### src/kmrs_pkg.sv
`timescale 1ns / 1ps
// ----------------------------------------------------------------------------
// kmrs_pkg
// Shared types, constants and the keyword compare function of the
// keyword match risk scorer.
// ----------------------------------------------------------------------------
package kmrs_pkg;

    localparam int NUM_KW    = 17;
    localparam int HIST_LEN  = 13;
    localparam int HIST_BITS = 8 * HIST_LEN;

    // Keyword classes, one bit per keyword in mask order.
    localparam logic [NUM_KW-1:0] SHELL_MASK   = 17'h00003;
    localparam logic [NUM_KW-1:0] SCRIPT_MASK  = 17'h00020;
    localparam logic [NUM_KW-1:0] DROPPER_MASK = 17'h00600;
    localparam logic [NUM_KW-1:0] OTHER_MASK   = 17'h1F9DC;

    // Register reset values.
    localparam logic [7:0] RST_WEIGHT_SHELL   = 8'd30;
    localparam logic [7:0] RST_WEIGHT_SCRIPT  = 8'd25;
    localparam logic [7:0] RST_WEIGHT_DROPPER = 8'd40;
    localparam logic [7:0] RST_WEIGHT_OTHER   = 8'd10;
    localparam logic [7:0] RST_SCORE_CAP      = 8'd100;

    // Register indexes on the config port.
    typedef enum logic [2:0] {
        REG_WEIGHT_SHELL   = 3'd0,
        REG_WEIGHT_SCRIPT  = 3'd1,
        REG_WEIGHT_DROPPER = 3'd2,
        REG_WEIGHT_OTHER   = 3'd3,
        REG_SCORE_CAP      = 3'd4
    } kmrs_reg_idx_t;

    typedef struct packed {
        logic [7:0] shell;
        logic [7:0] script_tag;
        logic [7:0] dropper;
        logic [7:0] other;
        logic [7:0] cap;
    } kmrs_weights_t;

    // Window holds the newest byte in bits [7:0]; a keyword of length L
    // matches when the low 8*L bits equal its text (last char lowest).
    function automatic logic [NUM_KW-1:0] kmrs_hits(input logic [HIST_BITS-1:0] win);
        logic [NUM_KW-1:0] h;
        h[0]  = (win[79:0]   == "powershell");
        h[1]  = (win[55:0]   == "cmd.exe");
        h[2]  = (win[55:0]   == "wscript");
        h[3]  = (win[55:0]   == "cscript");
        h[4]  = (win[31:0]   == "bash");
        h[5]  = (win[63:0]   == "<script>");
        h[6]  = (win[87:0]   == "javascript:");
        h[7]  = (win[55:0]   == "onload=");
        h[8]  = (win[63:0]   == "onerror=");
        h[9]  = (win[55:0]   == "dropper");
        h[10] = (win[55:0]   == "payload");
        h[11] = (win[55:0]   == "exploit");
        h[12] = (win[71:0]   == "shellcode");
        h[13] = (win[103:0]  == {"base64", "_decode"});
        h[14] = (win[39:0]   == "eval(");
        h[15] = (win[39:0]   == "exec(");
        h[16] = (win[55:0]   == "system(");
        return h;
    endfunction

endpackage

### src/kmrs_front.sv
`timescale 1ns / 1ps
// ----------------------------------------------------------------------------
// kmrs_front
// Byte history shift register, parallel keyword compare and sticky flags.
// Pushes the final mask into the result queue on each end-of-file item.
// ----------------------------------------------------------------------------
module kmrs_front
    import kmrs_pkg::*;
(
    input  logic              clk,
    input  logic              rst_n,
    input  logic              accept,
    input  logic [7:0]        data_byte,
    input  logic              byte_valid,
    input  logic              end_of_file,
    output logic              push,
    output logic [NUM_KW-1:0] push_mask
);

    logic [HIST_BITS-1:0] hist_reg;
    logic [HIST_BITS-1:0] hist_next;
    logic [NUM_KW-1:0]    flags_reg;
    logic [NUM_KW-1:0]    flags_next;
    logic [HIST_BITS-1:0] win;
    logic [NUM_KW-1:0]    hits;
    logic [NUM_KW-1:0]    mask_now;

    assign win      = {hist_reg[HIST_BITS-9:0], data_byte};
    assign hits     = kmrs_hits(win);
    assign mask_now = byte_valid ? (flags_reg | hits) : flags_reg;

    assign push      = accept && end_of_file;
    assign push_mask = mask_now;

    always_comb
    begin
        hist_next  = hist_reg;
        flags_next = flags_reg;
        if (accept)
        begin
            if (end_of_file)
            begin
                hist_next  = '0;
                flags_next = '0;
            end
            else if (byte_valid)
            begin
                hist_next  = win;
                flags_next = mask_now;
            end
        end
    end

    always_ff @(posedge clk or negedge rst_n)
    begin
        if (!rst_n)
        begin
            hist_reg  <= '0;
            flags_reg <= '0;
        end
        else
        begin
            hist_reg  <= hist_next;
            flags_reg <= flags_next;
        end
    end

endmodule

### src/kmrs_queue.sv
`timescale 1ns / 1ps
// ----------------------------------------------------------------------------
// kmrs_queue
// Small FIFO of finished match masks between the front and the back.
// ----------------------------------------------------------------------------
module kmrs_queue
    import kmrs_pkg::*;
#(
    parameter int DEPTH = 4
)
(
    input  logic              clk,
    input  logic              rst_n,
    input  logic              push,
    input  logic [NUM_KW-1:0] push_mask,
    output logic              full,
    input  logic              pop,
    output logic              not_empty,
    output logic [NUM_KW-1:0] pop_mask
);

    localparam int PW = (DEPTH > 1) ? $clog2(DEPTH) : 1;
    localparam int CW = $clog2(DEPTH + 1);
    localparam logic [PW-1:0] LAST = PW'(DEPTH - 1);

    logic [NUM_KW-1:0] mem_reg [DEPTH];
    logic [PW-1:0]     wr_ptr_reg;
    logic [PW-1:0]     rd_ptr_reg;
    logic [CW-1:0]     count_reg;
    logic              do_push;
    logic              do_pop;

    assign full      = (count_reg == CW'(DEPTH));
    assign not_empty = (count_reg != '0);
    assign pop_mask  = mem_reg[rd_ptr_reg];
    assign do_push   = push && !full;
    assign do_pop    = pop && not_empty;

    always_ff @(posedge clk)
    begin
        if (do_push)
        begin
            mem_reg[wr_ptr_reg] <= push_mask;
        end
    end

    always_ff @(posedge clk or negedge rst_n)
    begin
        if (!rst_n)
        begin
            wr_ptr_reg <= '0;
            rd_ptr_reg <= '0;
            count_reg  <= '0;
        end
        else
        begin
            if (do_push)
            begin
                wr_ptr_reg <= (wr_ptr_reg == LAST) ? '0 : wr_ptr_reg + 1'b1;
            end
            if (do_pop)
            begin
                rd_ptr_reg <= (rd_ptr_reg == LAST) ? '0 : rd_ptr_reg + 1'b1;
            end
            if (do_push && !do_pop)
            begin
                count_reg <= count_reg + 1'b1;
            end
            else if (do_pop && !do_push)
            begin
                count_reg <= count_reg - 1'b1;
            end
        end
    end

endmodule

### src/kmrs_back.sv
`timescale 1ns / 1ps
// ----------------------------------------------------------------------------
// kmrs_back
// Two-stage scoring pipeline: per-class counts times weights, then sum,
// saturate and hold in the output register.
// ----------------------------------------------------------------------------
module kmrs_back
    import kmrs_pkg::*;
(
    input  logic              clk,
    input  logic              rst_n,
    input  kmrs_weights_t     weights,
    input  logic              q_valid,
    input  logic [NUM_KW-1:0] q_mask,
    output logic              q_pop,
    output logic              out_valid,
    input  logic              out_stall,
    output logic [NUM_KW-1:0] match_mask,
    output logic              suspicious,
    output logic [7:0]        risk_score
);

    logic              mid_valid_reg;
    logic [NUM_KW-1:0] mid_mask_reg;
    logic [11:0]       p_shell_reg;
    logic [11:0]       p_script_reg;
    logic [11:0]       p_drop_reg;
    logic [11:0]       p_other_reg;

    logic              out_valid_reg;
    logic [NUM_KW-1:0] mask_reg;
    logic              susp_reg;
    logic [7:0]        score_reg;

    logic              out_adv;
    logic              mid_ready;
    logic [1:0]        n_shell;
    logic [1:0]        n_script;
    logic [1:0]        n_drop;
    logic [3:0]        n_other;
    logic [12:0]       sum;
    logic [7:0]        score;

    assign out_adv   = !out_valid_reg || !out_stall;
    assign mid_ready = !mid_valid_reg || out_adv;
    assign q_pop     = q_valid && mid_ready;

    assign n_shell  = 2'($countones(q_mask & SHELL_MASK));
    assign n_script = 2'($countones(q_mask & SCRIPT_MASK));
    assign n_drop   = 2'($countones(q_mask & DROPPER_MASK));
    assign n_other  = 4'($countones(q_mask & OTHER_MASK));

    assign sum   = 13'(p_shell_reg) + 13'(p_script_reg) + 13'(p_drop_reg)
                 + 13'(p_other_reg);
    assign score = (sum > 13'(weights.cap)) ? weights.cap : sum[7:0];

    always_ff @(posedge clk)
    begin
        if (mid_ready)
        begin
            mid_mask_reg <= q_mask;
            p_shell_reg  <= 12'(weights.shell) * 12'(n_shell);
            p_script_reg <= 12'(weights.script_tag) * 12'(n_script);
            p_drop_reg   <= 12'(weights.dropper) * 12'(n_drop);
            p_other_reg  <= 12'(weights.other) * 12'(n_other);
        end
        if (out_adv)
        begin
            mask_reg  <= mid_mask_reg;
            susp_reg  <= (mid_mask_reg != '0);
            score_reg <= score;
        end
    end

    always_ff @(posedge clk or negedge rst_n)
    begin
        if (!rst_n)
        begin
            mid_valid_reg <= 1'b0;
            out_valid_reg <= 1'b0;
        end
        else
        begin
            if (mid_ready)
            begin
                mid_valid_reg <= q_valid;
            end
            if (out_adv)
            begin
                out_valid_reg <= mid_valid_reg;
            end
        end
    end

    assign out_valid  = out_valid_reg;
    assign match_mask = mask_reg;
    assign suspicious = susp_reg;
    assign risk_score = score_reg;

endmodule

### src/keyword_match_risk_scorer.sv
`timescale 1ns / 1ps
// ----------------------------------------------------------------------------
// keyword_match_risk_scorer
// Scans a byte stream for 17 fixed keywords and reports a weighted score
// per file.
// ----------------------------------------------------------------------------
// Usage:
//   Input channel (in_valid / in_stall): one item per cycle carrying
//   data_byte, byte_valid and end_of_file. Items with byte_valid set shift
//   into a 13-byte history that is compared against all keywords in
//   parallel each cycle; hits set sticky flags. An item with end_of_file
//   set closes the file and produces one result; byte_valid low on it
//   means a bare end marker.
//   Output channel (out_valid / out_stall): match_mask, suspicious and
//   risk_score. Results pass the result queue, product stage and output register.
//   Throughput: one item per cycle while in_stall is low. in_stall rises only when the
//   result queue (QUEUE_DEPTH entries) is full, i.e. when the receiver has
//   stalled long enough for that many results to pile up.
//   Config: cfg_we / cfg_index / cfg_data write the weights and score cap;
//   write only while idle. Unknown indexes are ignored.
//   Reset: history, flags, queue and pipeline clear; registers go to their
//   default weights (30, 25, 40, 10) and cap 100.
// ----------------------------------------------------------------------------
module keyword_match_risk_scorer
    import kmrs_pkg::*;
#(
    parameter int QUEUE_DEPTH = 4
)
(
    input  logic              clk,
    input  logic              rst_n,
    // input channel
    input  logic              in_valid,
    output logic              in_stall,
    input  logic [7:0]        data_byte,
    input  logic              byte_valid,
    input  logic              end_of_file,
    // output channel
    output logic              out_valid,
    input  logic              out_stall,
    output logic [NUM_KW-1:0] match_mask,
    output logic              suspicious,
    output logic [7:0]        risk_score,
    // config write port
    input  logic              cfg_we,
    input  logic [2:0]        cfg_index,
    input  logic [7:0]        cfg_data
);

    kmrs_weights_t     weights_reg;
    logic              in_accept;
    logic              q_full;
    logic              q_push;
    logic [NUM_KW-1:0] q_push_mask;
    logic              q_pop;
    logic              q_valid;
    logic [NUM_KW-1:0] q_mask;

    // Front stalls only on a full queue, so the history never blocks on
    // the output side.
    assign in_stall  = q_full;
    assign in_accept = in_valid && !in_stall;

    // Config registers.
    always_ff @(posedge clk or negedge rst_n)
    begin
        if (!rst_n)
        begin
            weights_reg.shell      <= RST_WEIGHT_SHELL;
            weights_reg.script_tag <= RST_WEIGHT_SCRIPT;
            weights_reg.dropper    <= RST_WEIGHT_DROPPER;
            weights_reg.other      <= RST_WEIGHT_OTHER;
            weights_reg.cap        <= RST_SCORE_CAP;
        end
        else if (cfg_we)
        begin
            unique case (cfg_index)
                REG_WEIGHT_SHELL:   weights_reg.shell      <= cfg_data;
                REG_WEIGHT_SCRIPT:  weights_reg.script_tag <= cfg_data;
                REG_WEIGHT_DROPPER: weights_reg.dropper    <= cfg_data;
                REG_WEIGHT_OTHER:   weights_reg.other      <= cfg_data;
                REG_SCORE_CAP:      weights_reg.cap        <= cfg_data;
                default:            ;
            endcase
        end
    end

    // Front: history and keyword flags.
    kmrs_front u_front (
        .clk         (clk),
        .rst_n       (rst_n),
        .accept      (in_accept),
        .data_byte   (data_byte),
        .byte_valid  (byte_valid),
        .end_of_file (end_of_file),
        .push        (q_push),
        .push_mask   (q_push_mask)
    );

    // Queue of finished masks.
    kmrs_queue #(
        .DEPTH (QUEUE_DEPTH)
    ) u_queue (
        .clk       (clk),
        .rst_n     (rst_n),
        .push      (q_push),
        .push_mask (q_push_mask),
        .full      (q_full),
        .pop       (q_pop),
        .not_empty (q_valid),
        .pop_mask  (q_mask)
    );

    // Back: scoring pipeline and output register.
    kmrs_back u_back (
        .clk        (clk),
        .rst_n      (rst_n),
        .weights    (weights_reg),
        .q_valid    (q_valid),
        .q_mask     (q_mask),
        .q_pop      (q_pop),
        .out_valid  (out_valid),
        .out_stall  (out_stall),
        .match_mask (match_mask),
        .suspicious (suspicious),
        .risk_score (risk_score)
    );

`ifndef SYNTHESIS
    // A taken end item always leaves a mask in the queue.
    a_eof_queued: assert property (@(posedge clk) disable iff (!rst_n)
        in_accept && end_of_file |=> q_valid)
        else $error("end item did not reach the result queue");

    // Suspicious flag agrees with the mask it goes with.
    a_susp_mask: assert property (@(posedge clk) disable iff (!rst_n)
        out_valid |-> (suspicious == (match_mask != '0)))
        else $error("suspicious flag disagrees with match mask");

    // Score never exceeds the cap.
    a_score_cap: assert property (@(posedge clk) disable iff (!rst_n)
        out_valid |-> (risk_score <= weights_reg.cap))
        else $error("risk score above cap");
`endif

endmodule
### config.mk
export PLATFORM = sky130hd
export DESIGN_NAME = keyword_match_risk_scorer
export DESIGN_NICKNAME = d
export VERILOG_FILES = /design/src/kmrs_pkg.sv /design/src/kmrs_front.sv /design/src/kmrs_queue.sv /design/src/kmrs_back.sv /design/src/keyword_match_risk_scorer.sv
export SDC_FILE = /design/constraint.sdc
export NUM_CORES = 1
export LEC_CHECK = 0
export BUFFER_PORTS_ARGS = -buffer_cell sky130_fd_sc_hd__buf_2
export CELL_PAD_IN_SITES_DETAIL_PLACEMENT = 0
export CELL_PAD_IN_SITES_GLOBAL_PLACEMENT = 1
export CORE_AREA = 3 3 233 144
export CTS_BUF_LIST = sky130_fd_sc_hd__clkbuf_4 sky130_fd_sc_hd__clkbuf_8
export DETAILED_ROUTE_END_ITERATION = 10
export DIE_AREA = 0 0 236 147
export GPL_ROUTABILITY_DRIVEN = 0
export PLACE_DENSITY = 0.82
export SYNTH_ARGS = -nofsm -noshare
export SYNTH_HDL_FRONTEND = slang
export SYNTH_SLANG_ARGS = --single-unit
### constraint.sdc
create_clock -name clk -period 7.3 [get_ports clk]
set_input_delay 2.19 -clock clk [delete_from_list [all_inputs] [get_ports clk]]
set_output_delay 2.19 -clock clk [all_outputs]
set_load 0.1 [all_outputs]
==> After elaboration in Yosys (flattened, before gate mapping) <==
Memories as Yosys holds them, arrays and structs flattened.
Cells that the tools add are included.
{ "word_totals": {"regBits": 247, "mem_bits_rw": 68, "input_bits": 26, "output_inout_bits": 28, "elab_cells": 109, "mem_count": 1} }
{ "classes": {"addsub": 20, "mul": 4, "n_lt_le_gt_ge": 1, "n_eq_ne": 24, "n_mux": 12, "n_bitwise": 1, "n_reduce_logical": 26} }
{ "memory_table": {"columns": ["name", "depth", "width", "rd", "rd_ports_with_merged_regs", "wr", "line", "rtl"], "rows": [
  ["u_queue.mem_reg", 4, 17, 1, 0, 1, "kmrs_queue.sv:26", "logic [NUM_KW-1:0] mem_reg [DEPTH];"]
]} }
{ "ops": {"columns": ["operator", "count"], "rows": [
  ["$eq 56x55->1 const B", 8],
  ["$mux 96", 2],
  ["$eq 104x103->1 const B", 1],
  ["$eq 88x87->1 const B", 1],
  ["$eq 40x39->1 const B", 2],
  ["$eq 80x79->1 const B", 1],
  ["$eq 72x71->1 const B", 1],
  ["$eq 64x62->1 const B", 1],
  ["$eq 64x63->1 const B", 1],
  ["$mux 17", 3],
  ["$eq 32x31->1 const B", 1],
  ["$mul 8x2->10", 2],
  ["$or 17x17->17", 1],
  ["$reduce_bool 17->1", 1],
  ["$add 1x1->2", 7],
  ["$add 12x12->13", 1],
  ["$gt 13x8->1", 1],
  ["$add 11x10->12", 1],
  ["$mul 8x4->12", 1],
  ["$reduce_and 2->1", 6],
  ["$add 10x10->11", 1],
  ["$mul 8x1->9", 1],
  ["$mux 8", 1],
  ["$logic_and 1x1->1", 7],
  ["21 further kinds", 35]
]} }

==> Logic depth before layout (Yosys ltp) <==
Gate-level depths: netlist of run 1.
{ "logic_depth": {"ltp_word": 9, "depth_mapped": 26, "mapped_depth_nobuf": 25} }

==> By module <==
A second synthesis of run 1 with hierarchy kept.
{ "hier_totals": {"cells_unflattened": 1215, "area_unflattened_um2": 15961.6} }
{ "modules_own_cells": {"columns": ["mod", "n_inst", "cells_each", "area_per_inst_um2", "seq_area_each_um2"], "rows": [
  ["kmrs_back", 1, 499, 5909.4, 2542.4],
  ["kmrs_front", 1, 501, 5526.6, 2827.7],
  ["kmrs_queue", 1, 126, 2959.1, 2217.1],
  ["keyword_match_risk_scorer", 1, 89, 1566.5, 1018.5]
]} }

==> Worst setup path before layout of run 1 <==
OpenSTA, ideal clock, no wires.
{ "synth_path": {"path_type": "reg2reg", "from": "reg u_queue.rd_ptr_reg[0]", "to": "reg u_back.p_other_reg[11], data pin", "setup_time_ns": 0.135, "arrival_time_ns": 7.300, "t_required_ns": 7.165, "slack_ns": -0.134, "stages_incl_launch_ff": 25, "n_path_buf": 2, "synth_period_minus_slack_ns": 7.434, "path_cell_list": "dfrtp_1 buf_2 buf_1 mux4_2 fa_1 fa_1 fa_1 inv_1 fa_1 inv_1 ha_1 fa_1 xor2_1 nand2_1 fa_1 inv_1 fa_1 ha_1 a21o_1 a21oi_1 o21bai_1 a21oi_1 o21ai_0 or4_1 nand3_1"} }
{ "synth_via": {"elab_cells_between_ends": 13, "cone_classes": "add/sub: 11; mul: 1; memory: 1"} }
{ "synth_lines": {"columns": ["element", "line", "rtl"], "rows": [
  ["from (decl)", "kmrs_queue.sv:28", "logic [PW-1:0] rd_ptr_reg;"],
  ["from (signal assigned)", "kmrs_queue.sv:63", "rd_ptr_reg <= (rd_ptr_reg == LAST) ? '0 : rd_ptr_reg + 1'b1;"],
  ["$mem_v2 4x17", null, null],
  ["via q_mask[8]", "keyword_match_risk_scorer.sv:57", "logic [NUM_KW-1:0] q_mask;"],
  ["$add 1x1->2 (not written as such)", "kmrs_back.sv:51", "assign n_other = 4'($countones(q_mask & OTHER_MASK));"],
  ["$add 2x3->4 (not written as such)", "kmrs_back.sv:51", null],
  ["$add 4x4->4 (not written as such)", "kmrs_back.sv:51", null],
  ["$add 4x1->4 (not written as such)", "kmrs_back.sv:51", null],
  ["$mul 8x4->12", "kmrs_back.sv:65", "p_other_reg <= 12'(weights.other) * 12'(n_other);"],
  ["to (signal assigned)", "kmrs_back.sv:65", null],
  ["to (decl)", "kmrs_back.sv:28", "logic [11:0] p_other_reg;"]
]} }
The timed path passes the listed nets, and every way through them passes these cells.
A chain may end at the register's enable or synchronous reset.

==> Worst setup path after layout of run 1 <==
Same ends and word-level chain as after synthesis.

==> flow_summary.rst, run 1 <==
.. list-table::
   :header-rows: 1

   * - Metric
     - Value
   * - Run status
     - complete, no violations
   * - Floorplan row count
     - 50
   * - Die outline area
     - ~35000 µm²
   * - Layout Nets
     - 1370
   * - Hold Crit Class
     - register to register
   * - Layout cells sized above 1
     - 0.179
   * - Number of CTS-inserted buffers
     - 47
   * - Number of buffers inserted for hold repair after clock tree synthesis
     - 0
   * - Clock skew after layout
     - 0.0246 ns
   * - Vias per Instance
     - between 5 and 6
   * - Number of global-route vias before repair
     - 9813
   * - Routed wire per std cell
     - ~22 µm
   * - WS Path Type
     - register to register
   * - Biggest fanout along the worst timing path
     - 10
   * - Pins over their slew limit
     - 0
   * - Share of the synthesized area in the top cell type
     - 0.295
   * - Total wire length
     - 37.9 mm
   * - I/O pin count
     - 54
   * - Floorplan Core Area
     - ~31000 µm²
   * - Worst Reg2Reg Path Length in Cells
     - 24
   * - Post-DP HPWL
     - approximately 27 mm
   * - Buffers on Ports
     - 53
   * - Area of the mapped netlist
     - between 15000 and 20000 µm²
   * - Main synth FF type
     - sky130_fd_sc_hd__edfxtp_1
   * - Number of standard cells after synthesis
     - 1157
   * - Synth area leaders
     - sky130_fd_sc_hd__edfxtp_1 30%, sky130_fd_sc_hd__dfrtp_1 24%, sky130_fd_sc_hd__a22o_1 5.5%, sky130_fd_sc_hd__ha_1 5.3%, sky130_fd_sc_hd__fa_1 5.2%
   * - First DRT Iteration DRCs
     - about 940
   * - CTS Root Buffer Type
     - sky130_fd_sc_hd__clkbuf_8
   * - Residual overflow from global routing
     - 0
   * - Die height
     - ~150 µm
   * - Layout overhead on the synthesized area
     - 11.6%
   * - Critical Path End
     - u_back.p_other_reg[11]
   * - Dominant cell type by area after synthesis
     - sky130_fd_sc_hd__edfxtp_1
   * - EDFF count, synth
     - 151
   * - Slew @ Worst Pin
     - roughly 1.3 ns
   * - Starting Density
     - 0.492
   * - Largest net degree at the start of global routing
     - 97
   * - Number of antenna violations at the first check in global routing
     - 1
   * - Clock Sinks
     - 313
   * - Number of remaining DRC errors
     - 0
   * - Final hold viol count
     - 0
   * - Number of buffers on the longest clock path
     - 3
   * - Worst reg-to-reg setup slack
     - between 0.2 and 0.3 ns
   * - Post-synthesis async set-or-reset flop share
     - 0.518
   * - Arrival time at the worst endpoint
     - about 7.5 ns
   * - Filler cell count in the final layout
     - 2577
   * - Floorplan die width
     - 236 µm
   * - Final count of negative-setup-slack endpoints
     - 0
   * - DR vias
     - 10013
   * - Seq/Total Area, Yosys
     - 0.560
   * - Slew margin rel.
     - 0.135
   * - Total Neg Setup Slack
     - 0 ns
   * - Max frequency
     - ~140 MHz
   * - TritonCTS clock tree
     - built
   * - First-pass GRT wire length
     - approximately 59 mm
   * - Total track usage
     - 0.219
   * - Post-route antenna net violation count
     - 0
   * - Syn_nets
     - 1288
   * - Clock latency on the worst-skew pair
     - between 0.5 and 0.6 ns
   * - Total of flip-flops plus latches after synthesis
     - between 300 and 400
   * - Iteration count of the initial detailed-routing pass
     - 6
   * - Startpoint of the worst setup timing path
     - u_queue.rd_ptr_reg[0]
   * - Worst Setup Start Kind
     - register
   * - Req. time, crit path
     - 7.74 ns
   * - Flip-flop count of the largest register after layout
     - 96
   * - Diode insertion count for antenna repair
     - 0
   * - Reg clk slew, reported paths
     - 0.06 ns
   * - Crit. End Element
     - register
   * - Startpoint of the lowest-slack register-to-register path
     - u_queue.rd_ptr_reg[0]
   * - Minimum clock period after layout
     - 7.04 ns
   * - Cell variety after synth
     - 66
   * - Synth warn
     - 0
   * - Count of max-cap constraint violations
     - 0
   * - Capturing point of the worst reg2reg path
     - u_back.p_other_reg[11]
   * - Number of levels the H-tree was split into
     - 2
   * - RSZ-0062 raised after global routing
     - false
   * - Mean area per synthesized cell
     - roughly 13 µm²
   * - Final cycle utilization of the critical path
     - 0.964
-- critical path: stages (launching register included) --
cell                       delay, ns
sky130_fd_sc_hd__dfrtp_2        0.38
sky130_fd_sc_hd__buf_12         0.16
sky130_fd_sc_hd__mux4_2         0.54
sky130_fd_sc_hd__fa_1           0.51
sky130_fd_sc_hd__fa_1           0.57
sky130_fd_sc_hd__fa_1           0.52
sky130_fd_sc_hd__inv_1          0.05
sky130_fd_sc_hd__fa_1           0.47
sky130_fd_sc_hd__inv_1          0.04
sky130_fd_sc_hd__ha_1           0.21
sky130_fd_sc_hd__fa_1           0.48
sky130_fd_sc_hd__xor2_2         0.22
sky130_fd_sc_hd__buf_4          0.17
sky130_fd_sc_hd__and2_1         0.17
sky130_fd_sc_hd__fa_1           0.50
sky130_fd_sc_hd__inv_1          0.06
sky130_fd_sc_hd__fa_1           0.48
sky130_fd_sc_hd__inv_1          0.04
sky130_fd_sc_hd__ha_1           0.30
sky130_fd_sc_hd__inv_1          0.09
sky130_fd_sc_hd__o21bai_1       0.10
sky130_fd_sc_hd__a21oi_2        0.18
sky130_fd_sc_hd__o21ai_1        0.14
sky130_fd_sc_hd__or4_1          0.41
sky130_fd_sc_hd__nand3_1        0.09
-- metal layers --
metal,global-route usage,share of wire,wire [µm],up-vias
li1,-,-,-,4505
met1,0.358,0.50,18800,5004
met2,0.271,0.38,14200,455
met3,0.0820,0.11,4320,49
met4,0.0401,0.013,500,0
met5,0,0,0,-
-- Yosys cell counts (9+ instances only) --
master,count
sky130_fd_sc_hd__edfxtp_1,151
sky130_fd_sc_hd__dfrtp_1,148
sky130_fd_sc_hd__a22o_1,96
sky130_fd_sc_hd__inv_1,68
sky130_fd_sc_hd__ha_1,65
sky130_fd_sc_hd__and2_1,55
sky130_fd_sc_hd__nand2_1,55
sky130_fd_sc_hd__nor2_1,43
sky130_fd_sc_hd__fa_1,40
sky130_fd_sc_hd__mux2_2,36
sky130_fd_sc_hd__clkbuf_1,27
sky130_fd_sc_hd__nor3_1,24
sky130_fd_sc_hd__o21ai_0,23
sky130_fd_sc_hd__nor2b_1,21
sky130_fd_sc_hd__a21oi_1,20
sky130_fd_sc_hd__nand4_1,20
sky130_fd_sc_hd__mux4_2,17
sky130_fd_sc_hd__nor4_1,17
sky130_fd_sc_hd__xnor2_1,16
sky130_fd_sc_hd__a21o_1,15
sky130_fd_sc_hd__nand2b_1,15
sky130_fd_sc_hd__dfstp_2,14
sky130_fd_sc_hd__nand3_1,14
sky130_fd_sc_hd__o211a_1,14
sky130_fd_sc_hd__nand4b_1,13
sky130_fd_sc_hd__nor4bb_1,11
sky130_fd_sc_hd__or4_1,11
sky130_fd_sc_hd__xor2_1,10
sky130_fd_sc_hd__nand3b_1,9
-- cells by family (layout without fill, tap and decap cells) --
family                   after synthesis  count (layout)  share of synthesized area
AO/OA/AOI/OAI                        206             206                      0.106
multiplexers                          61              61                     0.0571
flip-flops                           313             313                      0.560
XOR/XNOR                              26              26                     0.0148
buffers and inverters                105             222                     0.0263
AND/OR/NAND/NOR                      341             341                      0.131
adder cells (fa/ha/maj)              105             105                      0.105
-- layout make-up --
| class | count | area (µm²) | area share |
|---|---|---|---|
| clock buffer | 69 | 831 | 0.0484 |
| timing repair buffer | 69 | 422 | 0.0246 |
| multi-input combinational | 739 | 6390 | 0.373 |
| inverter | 69 | 259 | 0.0151 |
| sequential | 313 | 8610 | 0.502 |
| tap | 416 | 520 | 0.0303 |
| clock inverter | 15 | 123 | 0.00715 |
-- timing repair --
item                                    4_1_cts  5_1_grt
endpoints found under the setup margin        0        3
buffers inserted                              0        1
gates resized for setup                       0        6
-- worst min-delay path by stage --
stage,start,endpoint,cells past startpoint
after global placement,u_back.mid_mask_reg[7],u_back.match_mask[7],0
after floorplan,u_back.mid_mask_reg[12],u_back.match_mask[12],0
after global routing,u_back.mid_mask_reg[1],u_back.match_mask[1],0
final,u_back.mid_mask_reg[7],u_back.match_mask[7],0
after detailed placement,u_back.mid_mask_reg[1],u_back.match_mask[1],0
after CTS,u_back.mid_mask_reg[7],u_back.match_mask[7],0
-- through the flow --
step                setup WS, ns  utilization  std cells  instance area (µm²)  hold WS (ns)
floorplan                 0.0912            -       1157                15400         0.418
global placement           0.235        0.517       1604                16200         0.432
detailed placement        0.0987        0.517       1604                16200         0.437
CTS                       0.0685        0.548       1688                17100         0.448
global route             0.00465        0.550       1690                17200         0.463
finish                     0.262        0.550       1690                17200         0.446
-- layout by cell type (no fill, tap or decap), types with 15 or more instances in the layout --
| cell type | n |
|---|---|
| sky130_fd_sc_hd__clkbuf_4 | 19 |
| sky130_fd_sc_hd__and2_1 | 55 |
| sky130_fd_sc_hd__a22o_1 | 96 |
| sky130_fd_sc_hd__ha_1 | 65 |
| sky130_fd_sc_hd__dfrtp_1 | 147 |
| sky130_fd_sc_hd__nor3_1 | 24 |
| sky130_fd_sc_hd__edfxtp_1 | 151 |
| sky130_fd_sc_hd__nand4_1 | 20 |
| sky130_fd_sc_hd__a21o_1 | 15 |
| sky130_fd_sc_hd__nor2b_1 | 21 |
| sky130_fd_sc_hd__o21ai_0 | 21 |
| sky130_fd_sc_hd__nor2_1 | 41 |
| sky130_fd_sc_hd__clkbuf_8 | 50 |
| sky130_fd_sc_hd__a21oi_1 | 18 |
| sky130_fd_sc_hd__mux4_2 | 17 |
| sky130_fd_sc_hd__nand2b_1 | 15 |
| sky130_fd_sc_hd__nand2_1 | 55 |
| sky130_fd_sc_hd__buf_2 | 52 |
| sky130_fd_sc_hd__xnor2_1 | 16 |
| sky130_fd_sc_hd__nor4_1 | 17 |
| sky130_fd_sc_hd__fa_1 | 40 |
| sky130_fd_sc_hd__mux2_2 | 36 |
| sky130_fd_sc_hd__inv_1 | 68 |
Power of run 1 is not shown: default switching activity piles up to over one toggle a cycle in this logic, so the estimate is an artifact.
==> run 2: changes to the inputs <==
- ABC_AREA: unset -> 1
- CORE_AREA: 3 3 233 144 -> 3 3 246 151
- DIE_AREA: 0 0 236 147 -> 0 0 249 154
==> run 2 against run 1 <==
  * Worst hold slack gained 0.015 ns
  * Critical path type unchanged
  * Die area grew 11%
  * Non-clock buffer count grew 5
  * Global-route usage shrank 0.97 points
==> flow_summary.rst, run 2 <==
.. list-table::
   :header-rows: 1

   * - Metric
     - Value
   * - Slew margin rel.
     - 0.268 (+0.133)
   * - Largest net degree at the start of global routing
     - 67 (-31%)
   * - Total wire length
     - 39.9 mm (+5.3%)
   * - Vias per Instance
     - 5.37 (-9.3%)
   * - Reg clk slew, reported paths
     - 0.07 ns (about the same)
   * - Worst setup slack after layout
     - 0.387 ns (+0.125 ns)
   * - Count of max-cap constraint violations
     - 0 (unchanged)
   * - Final count of negative-setup-slack endpoints
     - 0 (unchanged)
   * - Post-synthesis async set-or-reset flop share
     - 0.518 (unchanged)
   * - Number of buffers on the longest clock path
     - 3 (unchanged)
   * - Main synth FF type
     - sky130_fd_sc_hd__edfxtp_1
   * - Crit. End Element
     - register
   * - Met3 Track Usage GR
     - 0.0702 (-0.0118)
   * - Floorplan Core Area
     - 34900 µm² (+12%)
   * - EDFF count, synth
     - 151 (unchanged)
   * - WS Path Type
     - register to register
   * - Placed cell count
     - 2169 (+35%)
   * - DR vias
     - 12133 (+21%)
   * - Worst Setup Start Kind
     - register
   * - Total of flip-flops plus latches after synthesis
     - 313 (unchanged)
   * - Filler cell count in the final layout
     - 3190 (+24%)
   * - Floorplan row count
     - 53 (+6.0%)
   * - Mean area per synthesized cell
     - 9.59 µm² (-28%)
   * - Area of the mapped netlist
     - 16100 µm² (+4.7%)
   * - First-pass GRT wire length
     - 63.8 mm (+8.6%)
   * - Residual overflow from global routing
     - 0 (unchanged)
   * - Clock skew after layout
     - 0.0160 ns (-0.00865 ns)
   * - Placement Setup Slack
     - 0.266 ns (+0.167 ns)
   * - Most common cell after layout, fill and taps aside
     - sky130_fd_sc_hd__nand2_1
   * - TritonCTS clock tree
     - built
   * - Layout overhead on the synthesized area
     - 10.7%
   * - Run status
     - complete, no violations
   * - Cell variety after synth
     - 45 (-32%)
   * - Post-route antenna net violation count
     - 0 (unchanged)
   * - Most Frequent Cell on Critical Path
     - sky130_fd_sc_hd__fa_1
   * - Arrival time at the worst endpoint
     - 7.24 ns (-0.24 ns)
   * - Seq/Total Area, Yosys
     - 0.535 (-0.0252)
   * - Minimum clock period after layout
     - 6.91 ns (-0.125 ns)
   * - Number of levels the H-tree was split into
     - 2 (unchanged)
   * - Global-route met2 utilization
     - 0.267 (-0.00431)
   * - Crit path max-delay cell type
     - sky130_fd_sc_hd__fa_1
   * - Layout cells sized above 1
     - 0.115 (-0.0640)
   * - Post-DP HPWL
     - 29.7 mm (+8.6%)
   * - Layout Nets
     - 1888 (+38%)
   * - Number of remaining DRC errors
     - 0 (unchanged)
   * - Number of global-route vias before repair
     - 11469 (+17%)
   * - Max frequency
     - 145 MHz (+1.8%)
   * - Slew @ Worst Pin
     - 1.09 ns (-0.205 ns)
   * - Most heavily used metal layer in global routing
     - met1
   * - Req. time, crit path
     - 7.62 ns (-0.12 ns)
   * - Clock latency on the worst-skew pair
     - 0.59 ns (about the same)
   * - Die outline area
     - 38300 µm² (+11%)
   * - Iteration count of the initial detailed-routing pass
     - 6 (unchanged)
   * - Max incr delay on CP
     - 0.53 ns (-0.04 ns)
   * - Die height
     - 154 µm (+4.8%)
   * - Number of buffers inserted for hold repair after clock tree synthesis
     - 0 (unchanged)
   * - Final hold viol count
     - 0 (unchanged)
   * - Buffers on Ports
     - 53 (unchanged)
   * - Share of the synthesized area in the top cell type
     - 0.282 (-0.0133)
   * - Diode insertion count for antenna repair
     - 0 (unchanged)
   * - Flip-flop count of the largest register after layout
     - 96 (unchanged)
   * - Synth area leaders
     - sky130_fd_sc_hd__edfxtp_1 28%, sky130_fd_sc_hd__dfrtp_1 23%, sky130_fd_sc_hd__nand2_1 6.8%, sky130_fd_sc_hd__inv_1 6.3%, sky130_fd_sc_hd__ha_1 5.1%
   * - Hold Crit Class
     - register to register
   * - Number of standard cells after synthesis
     - 1678 (+45%)
   * - Syn_nets
     - 1809 (+40%)
   * - Synth warn
     - 0 (unchanged)
   * - Final cycle utilization of the critical path
     - 0.947 (-0.0171)
   * - Floorplan die width
     - 249 µm (+5.5%)
   * - Final Instance Count excl. Fillers
     - 2259 (+34%)
   * - Starting Density
     - 0.460 (-0.0319)
   * - Grt met1 use
     - 0.337 (-0.0213)
   * - Cell with the most instances after synthesis
     - sky130_fd_sc_hd__nand2_1
   * - Number of CTS-inserted buffers
     - 47 (unchanged)
   * - Pins over their slew limit
     - 0 (unchanged)
   * - Total track usage
     - 0.209 (-0.00969)
   * - Routed wire per std cell
     - 17.7 µm (-21%)
   * - Total Neg Setup Slack
     - 0 ns (unchanged)
   * - Number of antenna violations at the first check in global routing
     - 1 (unchanged)
   * - CTS Root Buffer Type
     - sky130_fd_sc_hd__clkbuf_8
   * - Most frequent cells in the layout
     - 289 x sky130_fd_sc_hd__nand2_1, 271 x sky130_fd_sc_hd__inv_1, 151 x sky130_fd_sc_hd__edfxtp_1, 147 x sky130_fd_sc_hd__dfrtp_1, 145 x sky130_fd_sc_hd__nor2_1
   * - Dominant cell type by area after synthesis
     - sky130_fd_sc_hd__edfxtp_1
   * - Biggest fanout along the worst timing path
     - 20 (+10)
   * - I/O pin count
     - 54 (unchanged)
   * - Clock Sinks
     - 313 (unchanged)
   * - Commonest cells in the synthesized netlist
     - 290 x sky130_fd_sc_hd__nand2_1, 272 x sky130_fd_sc_hd__inv_1, 151 x sky130_fd_sc_hd__edfxtp_1
   * - First DRT Iteration DRCs
     - 1310 (+39%)
run 2: per-layer routing:
| layer | vias up | part of all wire |
|---|---|---|
| met5 | - | 0 |
| met1 | 5796 | 0.50 |
| met2 | 500 | 0.37 |
| met4 | 0 | 0.014 |
| li1 | 5773 | - |
| met3 | 64 | 0.11 |
run 2: layout make-up:
class / count / area (µm²) / share of cell area
Sequential cell: 313 / 8610 / 0.483
Timing Repair Buffer: 74 / 433 / 0.0243
Clock buffer: 69 / 850 / 0.0477
Clock inverter: 15 / 100 / 0.00562
Timing Repair inverter: 1 / 5.00 / 0.000281
Inverter: 291 / 1100 / 0.0617
Tap cell: 467 / 584 / 0.0328
Multi-Input combinational cell: 1029 / 6140 / 0.345
run 2: logic make-up (layout without fill, tap and decap cells):
group | count (synthesis) | in the layout | share of synthesized area
and+or+nand+nor | 627 | 627 | 0.171
buffers and inverters | 336 | 450 | 0.0843
DFF | 313 | 313 | 0.535
AOI/OAI and AO/OA | 270 | 270 | 0.0953
adders and majority gates | 105 | 105 | 0.100
xor gates and xnor gates | 27 | 27 | 0.0147
run 2: worst max-delay path: cells and delay by family, from the launching register on:
kind | cells | cell delay, ns
AOI/OAI and AO/OA | 5 | 0.96
xor gates and xnor gates | 1 | 0.15
adders and majority gates | 9 | 3.93
buffers and inverters | 7 | 0.57
DFF | 1 | 0.43
and+or+nand+nor | 4 | 0.63
run 2: path summary, 6_finish.rpt:
kind | startpoint | endpoint | slack [ns] | cells after the start
hold reg to reg | u_back.mid_mask_reg[16] | u_back.match_mask[16] | 0.46 | 0
min in group asynchronous | rst_n | u_front.hist_reg[4] | 1.51 | 1
setup / recovery | u_queue.rd_ptr_reg[0] | u_back.p_other_reg[9] | 0.39 | 26
hold / removal | u_back.mid_mask_reg[16] | u_back.match_mask[16] | 0.46 | 0
max in group asynchronous | rst_n | weights_reg[31] | 4.57 | 2
setup reg to reg | u_queue.rd_ptr_reg[0] | u_back.p_other_reg[9] | 0.39 | 26
run 2: per-stage QoR:
stage | util | hold slack, ns | area, µm²
3_5_place_dp | 0.481 | 0.436 | 16800
6_report | 0.510 | 0.461 | 17800
4_1_cts | 0.508 | 0.457 | 17800
3_3_place_gp | 0.481 | 0.440 | 16800
5_1_grt | 0.510 | 0.473 | 17800
2_1_floorplan | - | 0.417 | 16100
run 2: repair_timing:
| action | CTS | global route |
|---|---|---|
| gates resized for setup | 0 | 6 |
| setup buffers | 0 | 5 |
| endpoints found under the setup margin | 0 | 4 |
| hold endpoints to repair | 0 | 0 |
Power of run 2 is left out for the same reason.
